--- src/rtl/core/spbt_pkg.sv ---
// shared types and constants for the symmetric pair bit table
// no dependencies

package spbt_pkg;

    localparam logic [1:0] OP_GET       = 2'd0;
    localparam logic [1:0] OP_WRITE     = 2'd1;
    localparam logic [1:0] OP_CLEAR_ALL = 2'd2;

    localparam int         ACTIVE_ROWS_W     = 7;
    localparam logic [6:0] ACTIVE_ROWS_RESET = 7'd64;
    localparam int         PAIR_INDEX_W      = 6;

    typedef struct packed {
        logic [1:0]              opcode;
        logic [PAIR_INDEX_W-1:0] row_index;
        logic [PAIR_INDEX_W-1:0] col_index;
        logic                    write_value;
    } in_item_t;

    typedef struct packed {
        logic pair_bit;
        logic range_error;
    } out_item_t;

    typedef enum logic [2:0] {
        ST_INIT,
        ST_IDLE,
        ST_EXEC,
        ST_READ,
        ST_SWEEP,
        ST_LIST,
        ST_DONE
    } state_t;

    typedef struct packed {
        logic latch_item;
        logic sweep_step;
        logic bit_read;
        logic bit_write;
        logic capture_bit;
        logic list_start;
        logic list_step;
        logic list_reset;
        logic load_result;
    } ctl_cmd_t;

    typedef struct packed {
        logic get_ok;
        logic write_ok;
        logic clear_all;
        logic list_ovf;
        logic list_empty;
        logic list_last;
        logic sweep_last;
        logic out_free;
    } dp_status_t;

endpackage

--- src/rtl/core/spbt_ctrl.sv ---
// controller state machine for the symmetric pair bit table
// depends on spbt_pkg

module spbt_ctrl (
    input  logic                clk,
    input  logic                rst_n,
    input  logic                in_valid,
    output logic                in_ready,
    input  spbt_pkg::dp_status_t status,
    output spbt_pkg::ctl_cmd_t   cmd
);

    import spbt_pkg::*;

    state_t state_reg;
    state_t state_next;

    always_ff @(posedge clk or negedge rst_n)
    begin
        if (!rst_n)
        begin
            state_reg <= ST_INIT;
        end
        else
        begin
            state_reg <= state_next;
        end
    end

    always_comb
    begin
        state_next = state_reg;
        unique case (state_reg)
            ST_INIT:
            begin
                if (status.sweep_last)
                begin
                    state_next = ST_IDLE;
                end
            end
            ST_IDLE:
            begin
                if (in_valid)
                begin
                    state_next = ST_EXEC;
                end
            end
            ST_EXEC:
            begin
                priority if (status.get_ok)
                begin
                    state_next = ST_READ;
                end
                else if (status.clear_all && status.list_ovf)
                begin
                    state_next = ST_SWEEP;
                end
                else if (status.clear_all && !status.list_empty)
                begin
                    state_next = ST_LIST;
                end
                else
                begin
                    state_next = ST_DONE;
                end
            end
            ST_READ:
            begin
                state_next = ST_DONE;
            end
            ST_SWEEP:
            begin
                if (status.sweep_last)
                begin
                    state_next = ST_DONE;
                end
            end
            ST_LIST:
            begin
                if (status.list_last)
                begin
                    state_next = ST_DONE;
                end
            end
            ST_DONE:
            begin
                if (status.out_free)
                begin
                    state_next = ST_IDLE;
                end
            end
            default:
            begin
                state_next = ST_INIT;
            end
        endcase
    end

    always_comb
    begin
        cmd      = '0;
        in_ready = 1'b0;
        unique case (state_reg)
            ST_INIT:
            begin
                cmd.sweep_step = 1'b1;
            end
            ST_IDLE:
            begin
                in_ready       = 1'b1;
                cmd.latch_item = in_valid;
            end
            ST_EXEC:
            begin
                cmd.bit_read  = status.get_ok;
                cmd.bit_write = status.write_ok;
                if (status.clear_all)
                begin
                    cmd.list_start = !status.list_ovf && !status.list_empty;
                    cmd.list_reset = !status.list_ovf && status.list_empty;
                end
            end
            ST_READ:
            begin
                cmd.capture_bit = 1'b1;
            end
            ST_SWEEP:
            begin
                cmd.sweep_step = 1'b1;
                cmd.list_reset = status.sweep_last;
            end
            ST_LIST:
            begin
                cmd.list_step  = 1'b1;
                cmd.list_reset = status.list_last;
            end
            ST_DONE:
            begin
                cmd.load_result = status.out_free;
            end
            default:
            begin
                cmd = '0;
            end
        endcase
    end

endmodule

--- config.mk ---
export PLATFORM = sky130hd
export DESIGN_NAME = spbt_ctrl
export DESIGN_NICKNAME = d
export VERILOG_FILES = /design/src/rtl/core/spbt_pkg.sv /design/src/rtl/core/spbt_ctrl.sv
export SDC_FILE = /design/constraint.sdc
export NUM_CORES = 1
export LEC_CHECK = 0
export BUFFER_PORTS_ARGS = -buffer_cell sky130_fd_sc_hd__buf_4
export CAP_MARGIN = 20
export CORE_AREA = 3 3 40 42
export CTS_CLUSTER_DIAMETER = 100
export CTS_CLUSTER_SIZE = 25
export DETAILED_ROUTE_END_ITERATION = 6
export DIE_AREA = 0 0 43 45
export PLACE_DENSITY = 0.58
export SYNTH_ARGS = -nofsm -noshare
export SYNTH_HDL_FRONTEND = slang
export SYNTH_SLANG_ARGS = --single-unit
--- constraint.sdc ---
create_clock -name clk -period 1.44 [get_ports clk]
set_input_delay 0.216 -clock clk [delete_from_list [all_inputs] [get_ports clk]]
set_output_delay 0.216 -clock clk [all_outputs]
set_load 0.1 [all_outputs]
==> results_dict.tcl <==
set metrics [dict create \
    status "finished with violations" \
    violations "negative setup slack" \
    grt-ovfl-total 0 \
    die_h_um 45 \
    netlist.area_leader.share 0.233 \
    hold_path.class "input pin to async pin" \
    powerDensity_nw_per_um2 2690 \
    placed_cell_area_um2 592 \
    rr_startpoint "state_reg[1]" \
    worstSetupEndpointType "output pin" \
    grt_pass1_vias 460 \
    critical_path_class "flop to output pin" \
    vias 469 \
    clkPwrFrac 0.072 \
    rows 13 \
    antenna_found_initial 0 \
    cp-start-kind "flop" \
    synth_seq_cells 3 \
    gp_congestion 0.756 \
    multi_input_area_um2 305 \
    post-place-ws_ns -0.0114 \
    post_drt_wl_per_cell_um 12.9 \
    regArea_um2 75.1 \
    port_buffers 20 \
    diodes 0 \
    yosysWarnings 0 \
    hold_violations 0 \
    p_leak_nw 0.363 \
    ctsHtreeMaxLevel 1 \
    path_clk_slew_ns 0.04 \
    grtUsageTotal 0.128 \
    fin_area_um2 825 \
    clock_sinks 3 \
    hpwl_um 734 \
    period_share 1.15 \
    slew_viol_final 0 \
    synth.area.top_cells "dfrtp_1 23%, and2_1 9.7%, nor3b_1 7.0%, mux2i_1 6.2%, o21ai_0 6.2%" \
    crit_required_ns 1.22 \
    maxCapViolCount 0 \
    layout.nets 89 \
    drc 0 \
    arrival_ns 1.43 \
    fmax_ghz 0.606 \
    cts_buffers 3 \
    rr_worst_depth 4 \
    ys_seq_area_frac 0.233 \
    clk_latency_ns 0.25 \
    fin_ws_ns -0.211 \
    rsz0062_at_grt "yes" \
    fin_hold_ws_ns 0.280 \
    netlist_area_um2 323 \
    ctsRootBufferMaster "clkbuf_4" \
    fin_setup_tns_ns -0.747 \
    netlist_instances 44 \
    synth.distinct_cells 24 \
    p_int_mw 1.04 \
    ant_nets 0 \
    tritoncts "done" \
    layout-drive-gt1-share 0.623 \
    first_pass_iters 4 \
    power_mw 2.21 \
    clock_path_buffers 2 \
    dr.first_iter.drc_count 10 \
    synth_top_area_cell "dfrtp_1" \
    areaGrowthSynthToFinish_pct 155 \
    fin_skew_ns 0.0101 \
    p_sw_mw 1.17 \
    syn_avg_cell_area_um2 7.34 \
    timing.final.crit_period_ns 1.65 \
    die_x_um 43 \
    grt_pass1_wl_um 1840 \
    max_slew_margin 0.764 \
    grt_start_max_net_pins 12 \
    combinationalPowerShare 0.854 \
    pin_count 21 \
    core_um2 1280 \
    critPathMaxFanout 11 \
    ir_worst_vdd_v 0.00119 \
    num-fill-cells 107 \
    largest_reg_flops 3 \
    via_per_inst 5.10 \
    die_area_um2 1940 \
    initial_utilization 0.251 \
    power_frac_seq 0.075 \
    r2r-end "state_reg[0]" \
    worst_slew_pin_slew_ns 0.349 \
    syn_nets 55 \
    netSwitchingFraction 0.530 \
    wl_um 1190 \
    r2r_slack_ns 0.02 \
    final-setup-viol-count 9 \
]
-- power by group through the flow --
| stage | combinational, mW | sequential (mW) | clock, mW |
|---|---|---|---|
| global placement | 1.45 | 0.156 | 0 |
| detailed placement | 1.45 | 0.158 | 0 |
| CTS | 1.80 | 0.167 | 0.155 |
| global route | 1.97 | 0.172 | 0.160 |
| floorplan | 1.17 | 0.166 | 0 |
| finish | 1.89 | 0.165 | 0.159 |
-- final cells by class --
| cell class | count | share of cell area |
|---|---|---|
| Sequential cell | 3 | 0.0910 |
| Timing Repair Buffer | 32 | 0.464 |
| Clock buffer | 4 | 0.0319 |
| Tap cell | 15 | 0.0228 |
| Multi-Input combinational cell | 35 | 0.370 |
| Inverter | 3 | 0.0197 |
-- cells in the mapped netlist --
master    n
o211ai_1  1
o21ai_0   4
nor3b_1   3
nand2_1   4
a22o_1    1
dfrtp_1   3
and2_1    5
inv_1     2
a31oi_1   1
clkbuf_1  1
nor3_1    2
nand2b_1  2
mux2i_1   2
inv_2     1
nand4b_1  1
nor2_1    2
buf_1     1
a21oi_1   1
a32oi_1   1
a32o_1    1
or3b_1    1
nor2b_1   2
o41ai_1   1
buf_2     1
-- placed cells by master, fill, tap and decap left out --
cell type,netlist,final
nand2b_1,2,1
nor3b_1,3,1
clkbuf_4,0,3
nand2_1,4,4
nor3b_4,0,1
o211ai_1,1,1
nor3_1,2,1
nor3_4,0,1
nor2b_1,2,1
nor3b_2,0,1
a21oi_1,1,1
a31oi_1,1,1
buf_12,0,10
o21ai_0,4,3
clkbuf_1,1,1
nand4b_1,1,1
o41ai_1,1,1
o21ai_4,0,1
buf_4,0,17
nand2b_4,0,1
nor2b_4,0,1
and2_4,0,5
mux2i_1,2,2
a32oi_1,1,1
nor2_4,0,2
buf_6,0,4
or3b_1,1,1
a32o_1,1,1
a22o_1,1,1
inv_6,0,1
inv_1,2,2
dlygate4sd3_1,0,1
dfrtp_1,3,3
-- critical path, cell delays in order (launching register included) --
cell,delay (ns)
dfrtp_1,0.39
buf_4,0.20
nor3_4,0.24
and2_4,0.19
buf_12,0.16
-- stage by stage --
| stage | instances | util |
|---|---|---|
| floorplan | 44 | - |
| global placement | 83 | 0.461 |
| detailed placement | 83 | 0.461 |
| CTS | 90 | 0.617 |
| global route | 92 | 0.642 |
| finish | 92 | 0.642 |
-- per-layer routing --
metal,vias to the layer above,wire length (um),track usage
met5,-,0,0
met4,0,49,0.0904
met3,9,91,0.0239
met2,29,615,0.231
met1,208,429,0.135
li1,223,-,-
-- how the worst max path moves through the flow --
stage	startpoint	to	slack, ns	cells past startpoint
after detailed placement	state_reg[2]	cmd[1]	-0.01	5
after CTS	state_reg[0]	cmd[1]	-0.14	5
final	state_reg[2]	cmd[8]	-0.21	4
after floorplan	state_reg[2]	cmd[8]	-0.61	3
after global routing	state_reg[2]	cmd[1]	-0.25	5
after global placement	state_reg[2]	cmd[1]	-0.003	5
-- cell families (layout without fill, tap and decap cells) --
| kind of cell | Yosys count | count (layout) | synth area share |
|---|---|---|---|
| AOI/OAI and AO/OA | 11 | 11 | 0.233 |
| DFF | 3 | 3 | 0.233 |
| buffers and inverters | 6 | 39 | 0.0736 |
| and+or+nand+nor | 22 | 22 | 0.399 |
| muxes | 2 | 2 | 0.0620 |
-- what timing repair did --
action	4_1_cts	5_1_grt
pin swaps	6	4
endpoints found under the hold margin	3	0
hold buffers	1	0
gates resized for setup	36	4
endpoints found under the setup margin	10	11
setup buffers	2	3
Note: power is estimated with default switching activity, not from simulation.
